<file path="src/rtl/thft_pkg.sv">
// Package of the TCP handshake flow tracker: word types, status codes and constants.
// Used by every module of the block but thft_fifo; depends on nothing.
`default_nettype none
package thft_pkg;

	localparam int TABLE_SETS_DEF = 256;
	localparam int TABLE_WAYS_DEF = 4;
	localparam int SET_IDX_W      = 17;
	localparam int KEY_W          = 64;
	localparam int CNT_W          = 32;
	localparam int NUM_CNT        = 5;

	localparam logic [2:0] ST_FOUND     = 3'd0;
	localparam logic [2:0] ST_SYN       = 3'd1;
	localparam logic [2:0] ST_SYNACK    = 3'd2;
	localparam logic [2:0] ST_HS        = 3'd3;
	localparam logic [2:0] ST_DATA      = 3'd4;
	localparam logic [2:0] ST_UNTRACKED = 3'd5;

	localparam int CNT_SEEN   = 0;
	localparam int CNT_SYN    = 1;
	localparam int CNT_SYNACK = 2;
	localparam int CNT_HS     = 3;
	localparam int CNT_DATA   = 4;

	typedef struct packed {
		logic [KEY_W-1:0] flow_key;
		logic             syn_flag;
		logic             ack_flag;
		logic [3:0]       header_words;
		logic [15:0]      bytes_from_transport;
	} packet_t;

	typedef struct packed {
		logic [2:0]       flow_status;
		logic             new_flow;
		logic             table_full;
		logic [CNT_W-1:0] flows_seen;
		logic [CNT_W-1:0] flows_with_syn;
		logic [CNT_W-1:0] flows_with_synack;
		logic [CNT_W-1:0] flows_handshaken;
		logic [CNT_W-1:0] flows_with_data;
	} result_t;

	typedef struct packed {
		logic [KEY_W-1:0]     flow_key;
		logic                 syn_flag;
		logic                 ack_flag;
		logic                 payload;
		logic [SET_IDX_W-1:0] set_idx;
	} work_t;

	typedef enum logic [1:0] {
		BK_CLEAR,
		BK_IDLE,
		BK_UPDATE
	} back_state_t;

endpackage
`default_nettype wire

</file>
<file path="src/rtl/thft_front.sv">
// Front stage of the flow tracker: accepts packets, finds the payload and the set index.
// Depends on thft_pkg.
`default_nettype none
module thft_front #(
	parameter int TABLE_SETS = thft_pkg::TABLE_SETS_DEF
) (
	input  wire logic             clk,
	input  wire logic             arst_n,
	input  wire logic             push,
	input  wire thft_pkg::packet_t packet,
	output logic                  full,
	output logic                  work_push,
	output thft_pkg::work_t       work,
	input  wire logic             work_full
);

	localparam int          SET_W  = (TABLE_SETS > 1) ? $clog2(TABLE_SETS) : 1;
	localparam bit          POW2   = ((TABLE_SETS & (TABLE_SETS - 1)) == 0);
	localparam logic [47:0] RCP    =
		48'(((64'd1 << 48) + 64'(TABLE_SETS) - 64'd1) / 64'(TABLE_SETS));
	localparam logic [31:0] SETS_C = 32'(TABLE_SETS);

	thft_pkg::packet_t item_q;
	logic              busy_q;
	logic [2:0]        cnt_q;
	logic              ph_q;
	logic [15:0]       rem_q;
	logic [31:0]       num_q;
	logic [15:0]       quo_q;
	logic [15:0]       chunk;
	logic [31:0]       num;
	logic [79:0]       prod;
	logic [31:0]       rem_full;
	logic              accept;
	thft_pkg::packet_t src;
	logic [SET_W-1:0]  set_idx;

	assign full   = POW2 ? work_full : busy_q;
	assign accept = push && !full;
	assign src    = POW2 ? packet : item_q;

	// The key is reduced sixteen bits at a time, most significant first: the quotient
	// of each partial value comes from a reciprocal product, the remainder follows.
	assign chunk    = item_q.flow_key[{~cnt_q[1:0], 4'b0000} +: 16];
	assign num      = {rem_q, chunk};
	assign prod     = {48'd0, num} * {32'd0, RCP};
	assign rem_full = num_q - ({16'd0, quo_q} * SETS_C);

	assign set_idx = POW2 ? (src.flow_key[SET_W-1:0] & SET_W'(TABLE_SETS - 1))
		: rem_q[SET_W-1:0];

	assign work_push = POW2 ? accept : (busy_q && cnt_q[2] && !work_full);

	always_comb begin
		work          = '0;
		work.flow_key = src.flow_key;
		work.syn_flag = src.syn_flag;
		work.ack_flag = src.ack_flag;
		work.payload  = {2'b00, src.bytes_from_transport} > {12'd0, src.header_words, 2'b00};
		work.set_idx  = thft_pkg::SET_IDX_W'(set_idx);
	end

	always_ff @(posedge clk or negedge arst_n) begin
		if (!arst_n) begin
			busy_q <= 1'b0;
			cnt_q  <= '0;
			ph_q   <= 1'b0;
			rem_q  <= '0;
			num_q  <= '0;
			quo_q  <= '0;
		end else if (!POW2) begin
			if (accept) begin
				busy_q <= 1'b1;
				cnt_q  <= '0;
				ph_q   <= 1'b0;
				rem_q  <= '0;
			end else if (busy_q && !cnt_q[2]) begin
				if (!ph_q) begin
					num_q <= num;
					quo_q <= prod[63:48];
					ph_q  <= 1'b1;
				end else begin
					rem_q <= rem_full[15:0];
					cnt_q <= cnt_q + 3'd1;
					ph_q  <= 1'b0;
				end
			end else if (work_push) begin
				busy_q <= 1'b0;
			end
		end
	end

	always_ff @(posedge clk) begin
		if (accept) item_q <= packet;
	end

endmodule
`default_nettype wire

</file>
<file path="config.mk">
export PLATFORM = sky130hd
export DESIGN_NAME = thft_front
export DESIGN_NICKNAME = d
export VERILOG_FILES = /design/src/rtl/thft_pkg.sv /design/src/rtl/thft_front.sv
export SDC_FILE = /design/constraint.sdc
export NUM_CORES = 1
export LEC_CHECK = 0
export BUFFER_PORTS_ARGS = -buffer_cell sky130_fd_sc_hd__buf_2
export CAP_MARGIN = 20
export CORE_AREA = 4 4 66 68
export DETAILED_ROUTE_END_ITERATION = 10
export DIE_AREA = 0 0 70 72
export PLACE_DENSITY_LB_ADDON = 0.05
export REMOVE_ABC_BUFFERS = 1
export SLEW_MARGIN = 20
export SYNTH_ARGS = -nofsm -noshare
export SYNTH_HDL_FRONTEND = slang
export SYNTH_SLANG_ARGS = --single-unit
</file>
<file path="constraint.sdc">
create_clock -name vclk -period 1.9
set_input_delay 0.38 -clock vclk [all_inputs]
set_output_delay 0.38 -clock vclk [all_outputs]
set_load 0.05 [all_outputs]
</file>
After elaboration in Yosys (flattened, before gate mapping)
Cells that the tools add are included.
{"block": "op_classes", "reduce_logical": 2, "n_lt_le_gt_ge": 1}
{"op": "greater-than comparator 16 x 6 -> 1 bit", "count": 1}
{"op": "logical AND 1 bit", "count": 1}
{"op": "zero test 1 bit", "count": 1}
{"block": "word_totals", "inputBits": 90, "elab_cells": 3, "ff_bits": 0, "out_inout_bits": 86}

Depth between registers and ports, before layout
Gate-level depths: netlist (run 1).
{"block": "logic_depth", "word_depth": 2, "depth_mapped": 6, "mapped_depth_nobuf": 6}

Least setup slack after synthesis (run 1)
No wires, ideal clock.
{"block": "synth_path", "path_kind": "input to output", "from": "in packet[19] in the netlist's numbering", "to": "out work[17] in the netlist's numbering", "slack_ns": -0.011, "arrival_time_ns": 1.531, "t_required_ns": 1.520, "cell_stages": 5, "cell_sequence": "inv_1 ha_1 a2111oi_2 a22o_1 nand3_1"}
{"item": "from (decl)", "line": "thft_front.sv:10", "source": "input wire thft_pkg::packet_t packet,"}
{"item": "to (decl)", "line": "thft_front.sv:13", "source": "output thft_pkg::work_t work,"}

==> results of run 1 <==
[cell families after synthesis]
| kind of cell | Yosys count | synth area share |
|---|---|---|
| buf+inv | 88 | 0.830 |
| simple gates | 9 | 0.0611 |
| other cells | 1 | 0.00482 |
| compound gates | 3 | 0.0402 |
| fa+ha+maj | 4 | 0.0643 |
[synthesized netlist by cell type]
cell type,number
buf_4,84
ha_1,4
inv_1,4
nand2_1,2
nor2b_1,2
nor3_1,2
nor4_1,2
a2111oi_2,1
a22o_1,1
conb_1,1
nand3_1,1
o21bai_1,1
[routing by layer]
layer / track usage / wire, um / part of all wire / vias up
li1: - / - / - / 132
met1: 0.0348 / 372 / 0.056 / 131
met2: 0.506 / 3850 / 0.58 / 153
met3: 0.410 / 2250 / 0.34 / 14
met4: 0.0574 / 187 / 0.028 / 2
met5: 0.0404 / 24 / 0.0036 / -
[what timing repair did]
| item | in CTS | in global routing |
|---|---|---|
| gates resized for setup | 7 | 17 |
| endpoints found under the setup margin | 1 | 1 |
| endpoints found under the hold margin | 0 | 0 |
| pin swaps | 3 | 8 |
| gates cloned | 0 | 0 |
[cell type report]
type / instances / area, um2
Fill cell: 462 / 3360
Multi-Input combinational cell: 25 / 256
Timing Repair Buffer: 25 / 156
Tap cell: 50 / 62.6
Inverter: 4 / 17.5
[where the power goes]
part | leakage [nW] | internal (mW) | switching, mW
registers | 0 | 0 | 0
clock network | 0 | 0 | 0
logic | 0.221 | 0.0493 | 0.0813
[through the flow]
stage	cells	hold slack, ns
3_5_place_dp	104	0.762
4_1_cts	104	0.762
5_1_grt	104	0.761
2_1_floorplan	29	0.760
3_3_place_gp	104	0.762
6_report	104	0.761
[worst max path at each step]
stage	from	endpoint	slack (ns)	cells after the start
floorplan	packet[19]	work[17]	-0.01	5
global placement	packet[5]	work[17]	-0.09	6
detailed placement	packet[5]	work[17]	-0.09	6
CTS	packet[19]	work[17]	-0.007	7
global route	packet[5]	work[17]	0.0003	6
finish	packet[5]	work[17]	0.05	6
==> run metrics, run 1 <==
Final Power 0.131 mW; RSZ-0062 raised after global routing no; setup ws final 0.0489 ns; Tmin final about 1.9 ns; first-pass GRT wire length 7.47 mm; DR iter-0 viols 11; GPL Wtd Cong 1.06; final instance area 493 um2; synthesized area 778 um2; final hold vios 0; PD cells between 200 and 300 mW/mm2; number of clock buffers in the layout 0; Yosys cell types 12; Setup Fix Bufs, Post-CTS 0; Mapped Cells approximately 110; fin crit share 0.974; dpl cell area 365 um2; crit path cell chain buf_6, ha_4, a2111oi_4, a22o_1, nand3_2, buf_6; crit-path leading delay family compound AO/OA/AOI/OAI gates; VDD IR-drop max 0.0000785 V; grt total ovfl 0; via count between 400 and 500; I/O pins 176; commonest non-fill, non-tap cells in the layout 20 x buf_2, 9 x conb_1, 5 x buf_6, 4 x ha_4, 3 x inv_2; hold depth 0; P&R area growth vs syn -36.7%; layout cells sized above 1 0.722; # rows 23; hold endpoint work[39]; Pleak between 0.2 and 0.25 nW; Worst Path Buf+Inv 2; die span in x roughly 70 um; post-route ant nets 0; hold_buf cts 0; CP max-delay cell a2111oi_4; first-pass detailed-route iteration total 3; Max Cap Viol 0; # setup viols final 0; Yosys Warn Count 0; Final Max Slew Viols 0; initial antenna violation count 0; synth top area cells buf_4 81%, ha_1 6.4%, a2111oi_2 1.9%; Via density 4.15; fin util 0.128; Critical Path Start Type primary input; ant diodes 0; share of the synthesized area in the top cell type 0.810; GRT Total Usage 0.247; pin count of the biggest net entering global routing 3; Syn Area/Cell between 7 and 8 um2; die area around 0.0050 mm2; most frequent CP cell buf_6; die height 72 um; Final TNS setup 0 ns; largest area contributor in the netlist buf_4; nets@finish 150; Crit Path Class in2out; FF/Latch Area 0 um2; Core ar. 0.00386 mm2; CP Capture Type output pin; crit path DAT 1.47 ns; Seq Cell Count 0; number of global-route vias before repair 374; PortBufs 25; most common cell after layout, fill and taps aside buf_2; dpl ws -0.0934 ns; Initial Utilization 0.202; Max Clock Freq roughly 0.54 GHz; crit-path max cell delay 0.28 ns; final wirelength 6.68 mm; CP Max Fanout 2; DRC 0; HP Start packet[41]; CP required 1.52 ns; sequential element share of the synthesized area 0; Hold Crit Class in2out; status finished clean; WL per Instance approximately 64 um
(Power assumes the default switching activity.)
==> run 2: changes to the inputs <==
CORE_AREA = 4 4 67 69   (was 4 4 66 68)
DIE_AREA = 0 0 71 73   (was 0 0 70 72)
clock period = 1.5 ns   (was 1.9 ns; I/O delays follow)
==> run metrics, run 2 (synthesis gave the netlist of run 1 again) <==
most common cell after layout, fill and taps aside buf_2; RSZ-0062 raised after global routing yes; pin count of the biggest net entering global routing 3 (unchanged); Via density 4.38 (+5.3%); Seq Cell Count 0 (unchanged); GRT Total Usage 0.246 (-0.000311); Max Cap Viol 0 (unchanged); final instance area 449 um2 (-8.9%); CP required 1.20 ns (-0.32 ns); layout cells sized above 1 0.611 (-0.111); # rows 23 (unchanged); Initial Utilization 0.199 (-0.00297); first-pass GRT wire length 7.59 mm (+1.6%); final wirelength 6.77 mm (+1.5%); post-detail-place hpwl 6.67 mm; failing checks negative setup slack; CP Capture Type output pin; setup ws final -0.189 ns (-0.238 ns); I/O pins 176 (unchanged); fill count 479 (+3.7%); ant diodes 0 (unchanged); initial antenna violation count 0 (unchanged); Final Power 0.147 mW (+13%); number of global-route vias before repair 397 (+6.1%); status finished, violations left; WL per Instance 65.1 um (+1.5%); Critical Path Start Type primary input; Setup Fix Bufs, Post-CTS 0 (unchanged); nets@finish 150 (unchanged); dpl cell area 365 um2 (unchanged); final hold vios 0 (unchanged); Core ar. 0.00391 mm2 (+1.5%); DRC 0 (unchanged); die height 73 um (+1.4%); DR iter-0 viols 28 (+17); Max Clock Freq 0.592 GHz; VDD IR-drop max 0.0000881 V (+12%); commonest non-fill, non-tap cells in the layout 22 x buf_2, 9 x conb_1, 3 x inv_1, 3 x ha_4, 3 x buf_6; die area 0.00518 mm2 (+2.8%); Pleak 0.211 nW (-4.6%); number of clock buffers in the layout 0 (unchanged); CP Max Fanout 2 (unchanged); # setup viols final 1 (+1); GPL Wtd Cong 1.02 (-3.5%); PortBufs 25 (unchanged); Hold Crit Class in2out; P&R area growth vs syn -42.3%; post-route ant nets 0 (unchanged); via count 455 (+5.3%); fin crit share 1.13; crit path DAT 1.39 ns (-0.08 ns); FF/Latch Area 0 um2 (unchanged); PD cells 328 mW/mm2 (+24%); Crit Path Class in2out; first-pass detailed-route iteration total 3 (unchanged); grt total ovfl 0 (unchanged); die span in x 71 um (+1.4%); Final Max Slew Viols 0 (unchanged); dpl ws -0.338 ns (-0.245 ns); Tmin final 1.69 ns; hold_buf cts 0 (unchanged)
-- run 2: final cells by class --
type | count | area, um2 | share of cell area
inverter | 4 | 17.5 | 0.0390
multi-input combinational | 25 | 225 | 0.501
tap | 50 | 62.6 | 0.139
timing repair buffer | 25 | 144 | 0.320
-- run 2: repair_timing --
item                                    in CTS  in global routing
endpoints found under the setup margin       1                  1
resized for setup                            7                  7
pin swaps                                    3                  4
-- run 2: worst max-delay path: stages --
cell,delay (ns)
buf_2,0.08
inv_1,0.05
ha_4,0.26
nand2_1,0.05
nor3_1,0.18
a22o_1,0.21
nand3_2,0.08
buf_6,0.17
-- run 2: where the power goes --
group	total, mW	internal, mW	switching [mW]
Clock	0	0	0
Combinational	0.147	0.0521	0.0952
Sequential	0	0	0
-- run 2: final timing paths --
kind	from	end	slack [ns]	depth (start not counted)
setup / recovery	packet[17]	work[17]	-0.19	8
hold / removal	packet[41]	work[39]	0.60	0
-- run 2: through the flow --
stage	cells	hold WS, ns	util	setup TNS [ns]
2_1_floorplan	29	0.600	-	-0.251
3_3_place_gp	104	0.602	0.0934	-0.342
3_5_place_dp	104	0.602	0.0934	-0.338
4_1_cts	104	0.602	0.104	-0.256
5_1_grt	104	0.600	0.115	-0.241
6_report	104	0.601	0.115	-0.189
-- run 2: per-layer routing --
metal  vias up  part of all wire  track usage
met4         2             0.010       0.0188
met2       165              0.61        0.533
li1        133                 -            -
met1       153             0.048       0.0294
met3         2              0.33        0.406
met5         -            0.0032       0.0404
