<file path="config.mk">
export PLATFORM = sky130hd
export DESIGN_NAME = thft_fifo
export DESIGN_NICKNAME = d
export VERILOG_FILES = /design/src/rtl/thft_fifo.sv
export SDC_FILE = /design/constraint.sdc
export NUM_CORES = 1
export LEC_CHECK = 0
export BUFFER_PORTS_ARGS = -buffer_cell sky130_fd_sc_hd__buf_2
export CAP_MARGIN = 10
export CORE_AREA = 2 2 39 41
export CTS_CLUSTER_DIAMETER = 80
export DETAILED_ROUTE_END_ITERATION = 10
export DIE_AREA = 0 0 41 43
export GPL_TIMING_DRIVEN = 0
export PLACE_DENSITY = 0.46
export REMOVE_ABC_BUFFERS = 1
export SYNTH_ARGS = -nofsm -noshare
export SYNTH_HDL_FRONTEND = slang
export SYNTH_SLANG_ARGS = --single-unit
</file>
<file path="constraint.sdc">
create_clock -name clk -period 1.3 [get_ports clk]
set_input_delay 0.13 -clock clk [delete_from_list [all_inputs] [get_ports clk]]
set_output_delay 0.13 -clock clk [all_outputs]
set_load 0.05 [all_outputs]
</file>
<file path="src/rtl/thft_fifo.sv">
// Two-entry word queue used between the stages of the flow tracker.
// Depends on nothing but the word type handed in as a parameter.
`default_nettype none
module thft_fifo #(
	parameter type T = logic
) (
	input  wire logic clk,
	input  wire logic arst_n,
	input  wire logic push,
	input  wire T     wdata,
	output logic      full,
	input  wire logic pop,
	output T          rdata,
	output logic      empty
);

	T           mem_q [2];
	logic       wr_q;
	logic       rd_q;
	logic [1:0] count_q;
	logic       do_push;
	logic       do_pop;

	assign full    = (count_q == 2'd2);
	assign empty   = (count_q == 2'd0);
	assign do_push = push && !full;
	assign do_pop  = pop && !empty;
	assign rdata   = mem_q[rd_q];

	always_ff @(posedge clk or negedge arst_n) begin
		if (!arst_n) begin
			wr_q    <= 1'b0;
			rd_q    <= 1'b0;
			count_q <= 2'd0;
		end else begin
			if (do_push) wr_q <= ~wr_q;
			if (do_pop) rd_q <= ~rd_q;
			case ({do_push, do_pop})
				2'b10:   count_q <= count_q + 2'd1;
				2'b01:   count_q <= count_q - 2'd1;
				default: count_q <= count_q;
			endcase
		end
	end

	always_ff @(posedge clk) begin
		if (do_push) mem_q[wr_q] <= wdata;
	end

endmodule
`default_nettype wire

</file>
# --- After elaboration in Yosys (flattened, before gate mapping) ---
# Memories as Yosys holds them, arrays and structs flattened.
# Index checks and enable logic that the tools add are counted.
word_totals:
  ff_bits: 4
  latchBits: 0
  mem_bits_rw: 2
  mem_bits_ro: 0
  in_bits: 5
  out_inout_bits: 3
  n_memories: 1
classes:
  add_sub_neg: 2
  multipliers: 0
  div_mod_pow: 0
  magnitude_cmp: 0
  n_eq_ne: 3
  n_shift: 0
  n_mux: 3
  n_bitwise: 2
  n_reduce_logical: 6
memory_table:
  columns: ["memory", "depth", "word_bits", "rd", "rd_clocked_by_memory_dff", "wr", "line_no", "source"]
  rows:
  - ["mem_q", 2, 1, 1, 0, 1, "17", "T mem_q [2];"]
ops:
  columns: ["op", "count"]
  rows:
  - ["2-bit == test (second input constant)", 2]
  - ["2-bit one-hot mux with 2 select lines", 1]
  - ["2-bit by 1-bit adder with 2-bit output (second input constant)", 1]
  - ["2-bit by 1-bit == test with 1-bit output (second input constant)", 1]
  - ["1-bit logical AND", 2]
  - ["1-bit logical NOT", 2]
  - ["2-bit logical NOT", 1]
  - ["1-bit two-way mux", 2]
  - ["1-bit NOT", 2]
  - ["2-bit nonzero test", 1]
  - ["2-bit by 1-bit subtractor with 2-bit output (second input constant)", 1]

# --- Longest topological paths before layout ---
# Gate-level depths: netlist (run 1).
depth:
  word_depth: 5
  ltp_mapped: 6
  mapped_depth_nobuf: 6

# --- Worst setup path before layout (run 1) ---
# OpenSTA, ideal clock, no wires.
synth_path:
  path_kind: "register to register"
  startpoint: "register count_q[0]"
  endpoint: "register count_q[1]"
  setup_time_ns: 0.079
  t_arrival_ns: 1.813
  setup_slack_ns: -0.592
  path_stages_with_launch: 6
  n_path_buf: 0
  period_less_slack_ns: 1.892
  path_cell_list: "dfrtp_1 nor2_1 nor2b_2 ha_1 nor2_1 xor2_1"
synth_between:
  elab_chain_cells: 5
  word_cells_on_any_way: 12
synth_rtl:
  columns: ["item", "line_no", "source"]
  rows:
  - ["from (decl)", "20", "logic [1:0] count_q;"]
  - ["from (signal assigned)", "39", "2'b10: count_q <= count_q + 2'd1;"]
  - ["from (signal assigned)", "40", "2'b01: count_q <= count_q - 2'd1;"]
  - ["from (signal assigned)", "41", "default: count_q <= count_q;"]
  - ["2-bit logical NOT (*)", "25", "assign empty = (count_q == 2'd0);"]
  - ["named net empty", "14", "output logic empty"]
  - ["1-bit logical NOT (*)", "27", "assign do_pop = pop && !empty;"]
  - ["1-bit logical AND (*)", "27", null]
  - ["named net do_pop", "22", "logic do_pop;"]
  - ["2-bit by 1-bit == test with 1-bit output / 2-bit == test (equally long branches)", "38", "case ({do_push, do_pop})"]
  - ["2-bit one-hot mux with 2 select lines / 2-bit nonzero test (equally long branches)", null, null]
# Mark *: on every way through the listed nets, which the timed path passes. The rest lies on a longest branch.
# A chain may end at the register's enable or synchronous reset.

# --- Final worst setup path (run 1) ---
layout_path:
  startpoint: "register count_q[0]"
  endpoint: "register count_q[1]"
layout_between:
  elab_chain_cells: 5
  word_cells_on_any_way: 12
layout_rtl:
  columns: ["item", "line_no"]
  rows:
  - ["2-bit == test / 2-bit logical NOT (equally long branches)", "24, 25"]
  - ["1-bit logical NOT (on tied branches)", "26, 27"]
  - ["1-bit logical AND (on tied branches)", "26, 27"]
  - ["2-bit by 1-bit == test with 1-bit output / 2-bit == test (equally long branches)", "38"]
  - ["2-bit one-hot mux with 2 select lines / 2-bit nonzero test (equally long branches)", null]
# Parallel ways exist; a longest one is shown, timed or not.

==> results.yml, run 1 <==
worst_setup_path:
  cp-end-kind: "flop"
  crit_path_end: "count_q[1]$_DFFE_PN0P_"
  critPathLaunch: "count_q[0]$_DFFE_PN0P_"
  r2r_start: "count_q[0]$_DFFE_PN0P_"
  start_kind: "flop"
  critical_path_class: "reg -> reg"
  rr_endpoint: "count_q[1]$_DFFE_PN0P_"
  required_ns: 1.46
  cp_max_fo: 3
  r2r_setup_slack_ns: 0.02
  cp_data_arrival_time_ns: 1.44
  r2r_cells: 6
timing:
  setup_violations: 0
  hold_violations: 0
  tightest_slew_ns: 0.2471
  period_share: 0.9812
  slew_viol_final: 0
  tns_ns: 0
  clock_skew_ns: 0.007517
  fin_crit_ns: 1.276
  fmax_mhz: 783.9
  grt_setup_unrepaired: "true"
  max_slew_margin: 0.8364
finish:
  drive_above_1_share: 0.6053
  layout_commonest_cell: "buf_4"
  syn2layout_area_growth_pct: 68.22
  final_cell_mix: "buf_4 (6), buf_2 (5), clkbuf_4 (4), dfrtp_1 (3)"
  nets: 45
  diodes: 0
  fin_util: 0.3255
cts:
  cts_num_sinks: 6
  clockBufferDepth: 2
  cts_htree_levels: 1
  clkTransAtPathRegs_ns: 0.05
  clk_latency_ns: 0.25
  cts_tree: "built"
  cts-buffers-inserted: 3
  clockRootBuffer: "clkbuf_4"
routing:
  vias_per_cell: 3.833
  wirelength_um: 614
  vias: 207
  wl_per_cell_um: 11.37
  first_pass_iters: 2
  drc: 0
  drt_iter0_markers: 3
  ant_nets: 0
status:
  status: "finished, final reports clean"
floorplan:
  initial_utilization: 0.1935
  dieArea_um2: 1763
  die_w_um: 41
  row_count: 14
  die_y_um: 43
  pin_count: 8
  core_um2: 1384
pwr:
  power_frac_seq: 0.289
  p_sw_w: 0.0005261
  leakagePower_nw: 0.2116
  p_clk_frac: 0.153
  vdd_drop_max_uv: 1583
  combPwrFrac: 0.558
  total_power_w: 0.001275
  p_int_w: 0.0007485
  switching_share: 0.4127
  power_density_nw_per_um2: 2830
logic_synthesis:
  ys_seq_area_frac: 0.5981
  avgSynthCellArea_um2: 12.75
  ys_ff_latch: 6
  synth_area_um2: 267.8
  syn_inst: 21
  yosys_warnings: 0
  synth_cell_types: 12
global_route:
  grt_overflow: 0
  grtUsageTotal: 0.08779
  grt_antenna_before_repair: 0
  grt_pass1_wl_um: 910
  grt_max_degree: 5
  grt_pass1_vias: 220
min_path:
  hp-class: "in -> reg"
placed_design:
  io_buffers: 7
  dp_hpwl_um: 381.1
  routabilityCongestion: 0.5683
flow_run:
  maxCapViolCount: 0
stage by stage:
stage          setup slack (ns)  hold WS (ns)  instance area (um2)  std cells
2_1_floorplan           -0.5924       -0.1656                267.8         21
3_3_place_gp           -0.04658      -0.06276                322.8         44
3_5_place_dp            -0.1088      -0.05961                322.8         44
4_1_cts               0.0005272       0.07790                427.9         53
5_1_grt                -0.03942       0.07231                450.4         54
6_report                0.02440       0.08612                450.4         54
cells in the mapped netlist:
library cell  count  share of area
nor2_1            3          0.042
nand2b_1          1          0.023
dfrtp_1           4           0.37
xnor2_1           3          0.098
mux2_2            1          0.042
xor2_1            2          0.065
nand2_1           1          0.014
edfxtp_1          2           0.22
inv_1             1          0.014
ha_1              1          0.047
nor2b_2           1          0.033
and3_1            1          0.023
timing repair:
action,CTS,global route
pin swaps,4,6
endpoints found under the setup margin,3,2
hold endpoints to repair,4,0
buffers inserted,4,1
hold buffers,1,0
resized for setup,9,3
state kept, by name (all words and copies together) (netlist names):
| signal | count |
|---|---|
| mem_q | 2 |
| rd_q | 1 |
| wr_q | 1 |
| count_q | 2 |
worst min path at each step:
stage / from / endpoint / slack [ns] / depth (start not counted)
3_3_place_gp: arst_n / rd_q$_DFFE_PN0P_ / -0.06 / 1
2_1_floorplan: arst_n / count_q[0]$_DFFE_PN0P_ / -0.17 / 0
6_report: wdata / mem_q[0]$_DFFE_PP_ / 0.09 / 1
5_1_grt: wdata / mem_q[0]$_DFFE_PP_ / 0.07 / 1
3_5_place_dp: arst_n / wr_q$_DFFE_PN0P_ / -0.06 / 1
4_1_cts: wdata / mem_q[0]$_DFFE_PP_ / 0.08 / 1
layout make-up:
| class | count | area (um2) |
|---|---|---|
| sequential | 6 | 161.4 |
| multi-input combinational | 14 | 151.4 |
| tap | 16 | 20.02 |
| timing repair buffer | 13 | 87.58 |
| clock buffer | 4 | 26.28 |
| fill | 151 | 933.4 |
| inverter | 1 | 3.754 |
logic make-up after synthesis:
family / Yosys count / share of synthesized area
buf+inv: 1 / 0.01401
simple gates: 7 / 0.1355
fa+ha+maj: 1 / 0.04672
flops: 6 / 0.5982
mux: 1 / 0.04205
xor+xnor: 5 / 0.1636
power groups by stage:
stage	sequential [W]	combinational [W]	clock, W
5_1_grt	0.000376	0.000764	0.000216
4_1_cts	0.000366	0.000654	0.000203
3_3_place_gp	0.000347	0.000453	0
3_5_place_dp	0.000359	0.000463	0
6_report	0.000368	0.000712	0.000195
2_1_floorplan	0.000338	0.000388	0
critical path, stage by stage, from the launching register on:
cell,delay (ns)
dfrtp_1,0.41
nand2b_4,0.17
nand2_4,0.07
ha_4,0.17
xnor2_2,0.12
nor2_1,0.11
xor2_1,0.15
per-layer routing:
layer | global-route usage | wire length (um) | up-vias
met5 | 0 | 0 | -
met3 | 0.07853 | 43 | 2
met2 | 0.1125 | 294 | 7
met1 | 0.08824 | 269 | 97
li1 | - | - | 101
met4 | 0.06000 | 8 | 0
(Power assumes the default switching activity.)
==> inputs of run 2 (changes only) <==
--- a/config.mk
+++ b/config.mk
@@ -12,7 +12,8 @@
 export DETAILED_ROUTE_END_ITERATION = 10
 export DIE_AREA = 0 0 41 43
 export GPL_TIMING_DRIVEN = 0
-export PLACE_DENSITY = 0.46
+export PLACE_DENSITY = 0.45
+export RECOVER_POWER = 25
 export REMOVE_ABC_BUFFERS = 1
 export SYNTH_ARGS = -nofsm -noshare
 export SYNTH_HDL_FRONTEND = slang
==> constraint.sdc (replaced) <==
create_clock -name clk -period 1.4 [get_ports clk]
set_input_delay 0.14 -clock clk [delete_from_list [all_inputs] [get_ports clk]]
set_output_delay 0.14 -clock clk [all_outputs]
set_load 0.05 [all_outputs]
==> run 2 against run 1 <==
  * Non-clock buffer count down 4
  * Maximum frequency down 5.0%
  * Final area down 16%
  * Worst hold slack worse by 0.0063 ns
  * Critical path depth down 1
  * Clock-buffer cell count unchanged
  * Core utilization down 5.2 points
  * Highest routed layer is now met3
==> results.yml, run 2 (synthesized netlist as in run 1, its figures left out) <==
status:
  status: "finished, final reports clean"
routing:
  drc: 0
  vias_per_cell: 3.720
  vias: 186
  ant_nets: 0
  wirelength_um: 497
  first_pass_iters: 2
  wl_per_cell_um: 9.940
  drt_iter0_markers: 2
pwr:
  leakagePower_nw: 0.1772
  power_density_nw_per_um2: 2633
  vdd_drop_max_uv: 879.6
  total_power_w: 0.0009950
floorplan:
  initial_utilization: 0.1935
  row_count: 14
  die_w_um: 41
  pin_count: 8
  dieArea_um2: 1763
  core_um2: 1384
  die_y_um: 43
worst_setup_path:
  cpPeakStageDelay_ns: 0.44
  required_ns: 1.57
  r2r_cells: 5
  critical_path_class: "reg -> reg"
  cp_cell_sequence: "nor2_2, nor2b_2, ha_1, nor2_1, xor2_1"
  rr_endpoint: "count_q[1]$_DFFE_PN0P_"
  start_kind: "flop"
  cp_data_arrival_time_ns: 1.51
  r2r_setup_slack_ns: 0.06
  r2r_start: "count_q[1]$_DFFE_PN0P_"
  cp-end-kind: "flop"
  critPathTopFamily: "flip-flops"
  cp_max_fo: 3
  path_buf_inv: 0
  cpMaxStageDelayCell: "dfrtp_1"
cts:
  clkTransAtPathRegs_ns: 0.05
  cts_htree_levels: 1
  clockRootBuffer: "clkbuf_4"
  cts_tree: "built"
  cts-buffers-inserted: 3
  cts_num_sinks: 6
  clk_latency_ns: 0.25
  clockBufferDepth: 2
flow_run:
  maxCapViolCount: 0
finish:
  layout_commonest_cell: "buf_2"
  drive_above_1_share: 0.4412
  syn2layout_area_growth_pct: 41.12
  nets: 41
  finalNonFillerCells: 50
  layout_top_registers: "count_q x2, mem_q x2"
  diodes: 0
  final_cell_mix: "buf_2 (6), dfrtp_1 (4), xnor2_1 (3), clkbuf_4 (3)"
timing:
  fmax_mhz: 744.8
  period_share: 0.9590
  holdWs_ns: 0.07978
  clock_skew_ns: 0.005207
  fin_crit_ns: 1.343
  tightest_slew_ns: 0.2489
  setup_violations: 0
  hold_violations: 0
  slew_viol_final: 0
  max_slew_margin: 0.8352
global_route:
  grtUsageTotal: 0.07164
  grt_max_degree: 5
  grt_pass1_vias: 193
  grt_antenna_before_repair: 0
  grt_overflow: 0
  grt_pass1_wl_um: 752
placed_design:
  routabilityCongestion: 0.6960
  io_buffers: 7
  placedCellCount: 44
min_path:
  hp-class: "in -> reg"
  min_to: "mem_q[0]$_DFFE_PP_"
  hold_path_depth: 1
  min_from: "wdata"
run 2: changes by cell type in the layout (fill, tap and decap cells not counted), sizes merged:
cell / delta
buf: -4
run 2: metrics by stage:
step	utilization	area (um2)	setup slack, ns	TNS (ns)
3_5_place_dp	0.2333	322.8	0.003268	0
5_1_grt	0.2731	377.9	-0.007712	-0.007712
6_report	0.2731	377.9	0.05744	0
3_3_place_gp	0.2333	322.8	0.03813	0
2_1_floorplan	-	267.8	-0.4924	-0.9994
4_1_cts	0.2649	366.6	0.04348	0
run 2: cell type report:
type	instances	area [um2]
inverters	1	3.754
well taps	16	20.02
repair buffers	9	51.30
clock buffers	4	26.28
multi-input cells	14	116.4
fillers	154	1006
flip-flops and latches	6	160.2
run 2: layer usage:
metal | track usage | vias up | routed length, um
met1 | 0.06209 | 83 | 177
met5 | 0 | - | 0
met4 | 0.02000 | 0 | 0
met2 | 0.1031 | 10 | 261
met3 | 0.08377 | 0 | 59
li1 | - | 93 | -
run 2: timing repair:
action | in CTS | in global routing
resized for setup | 0 | 3
hold buffers | 1 | 0
setup buffers | 1 | 0
hold endpoints to repair | 4 | 0
setup endpoints to repair | 1 | 1
run 2: worst max-delay path by stage:
stage / cells past startpoint / endpoint / slack [ns] / from
finish: 5 / count_q[1]$_DFFE_PN0P_ / 0.06 / count_q[1]$_DFFE_PN0P_
global route: 6 / count_q[1]$_DFFE_PN0P_ / -0.008 / count_q[1]$_DFFE_PN0P_
CTS: 5 / count_q[1]$_DFFE_PN0P_ / 0.04 / count_q[1]$_DFFE_PN0P_
detailed placement: 5 / count_q[1]$_DFFE_PN0P_ / 0.003 / count_q[0]$_DFFE_PN0P_
global placement: 5 / count_q[1]$_DFFE_PN0P_ / 0.04 / count_q[0]$_DFFE_PN0P_
floorplan: 5 / count_q[1]$_DFFE_PN0P_ / -0.49 / count_q[0]$_DFFE_PN0P_
run 2: report_power, final:
part | switching [W] | internal [W] | total [W]
Clock | 0.0000663 | 0.000108 | 0.000174
Sequential | 0.0000700 | 0.000264 | 0.000334
Combinational | 0.000290 | 0.000197 | 0.000487
Total | 0.000426 | 0.000569 | 0.000995
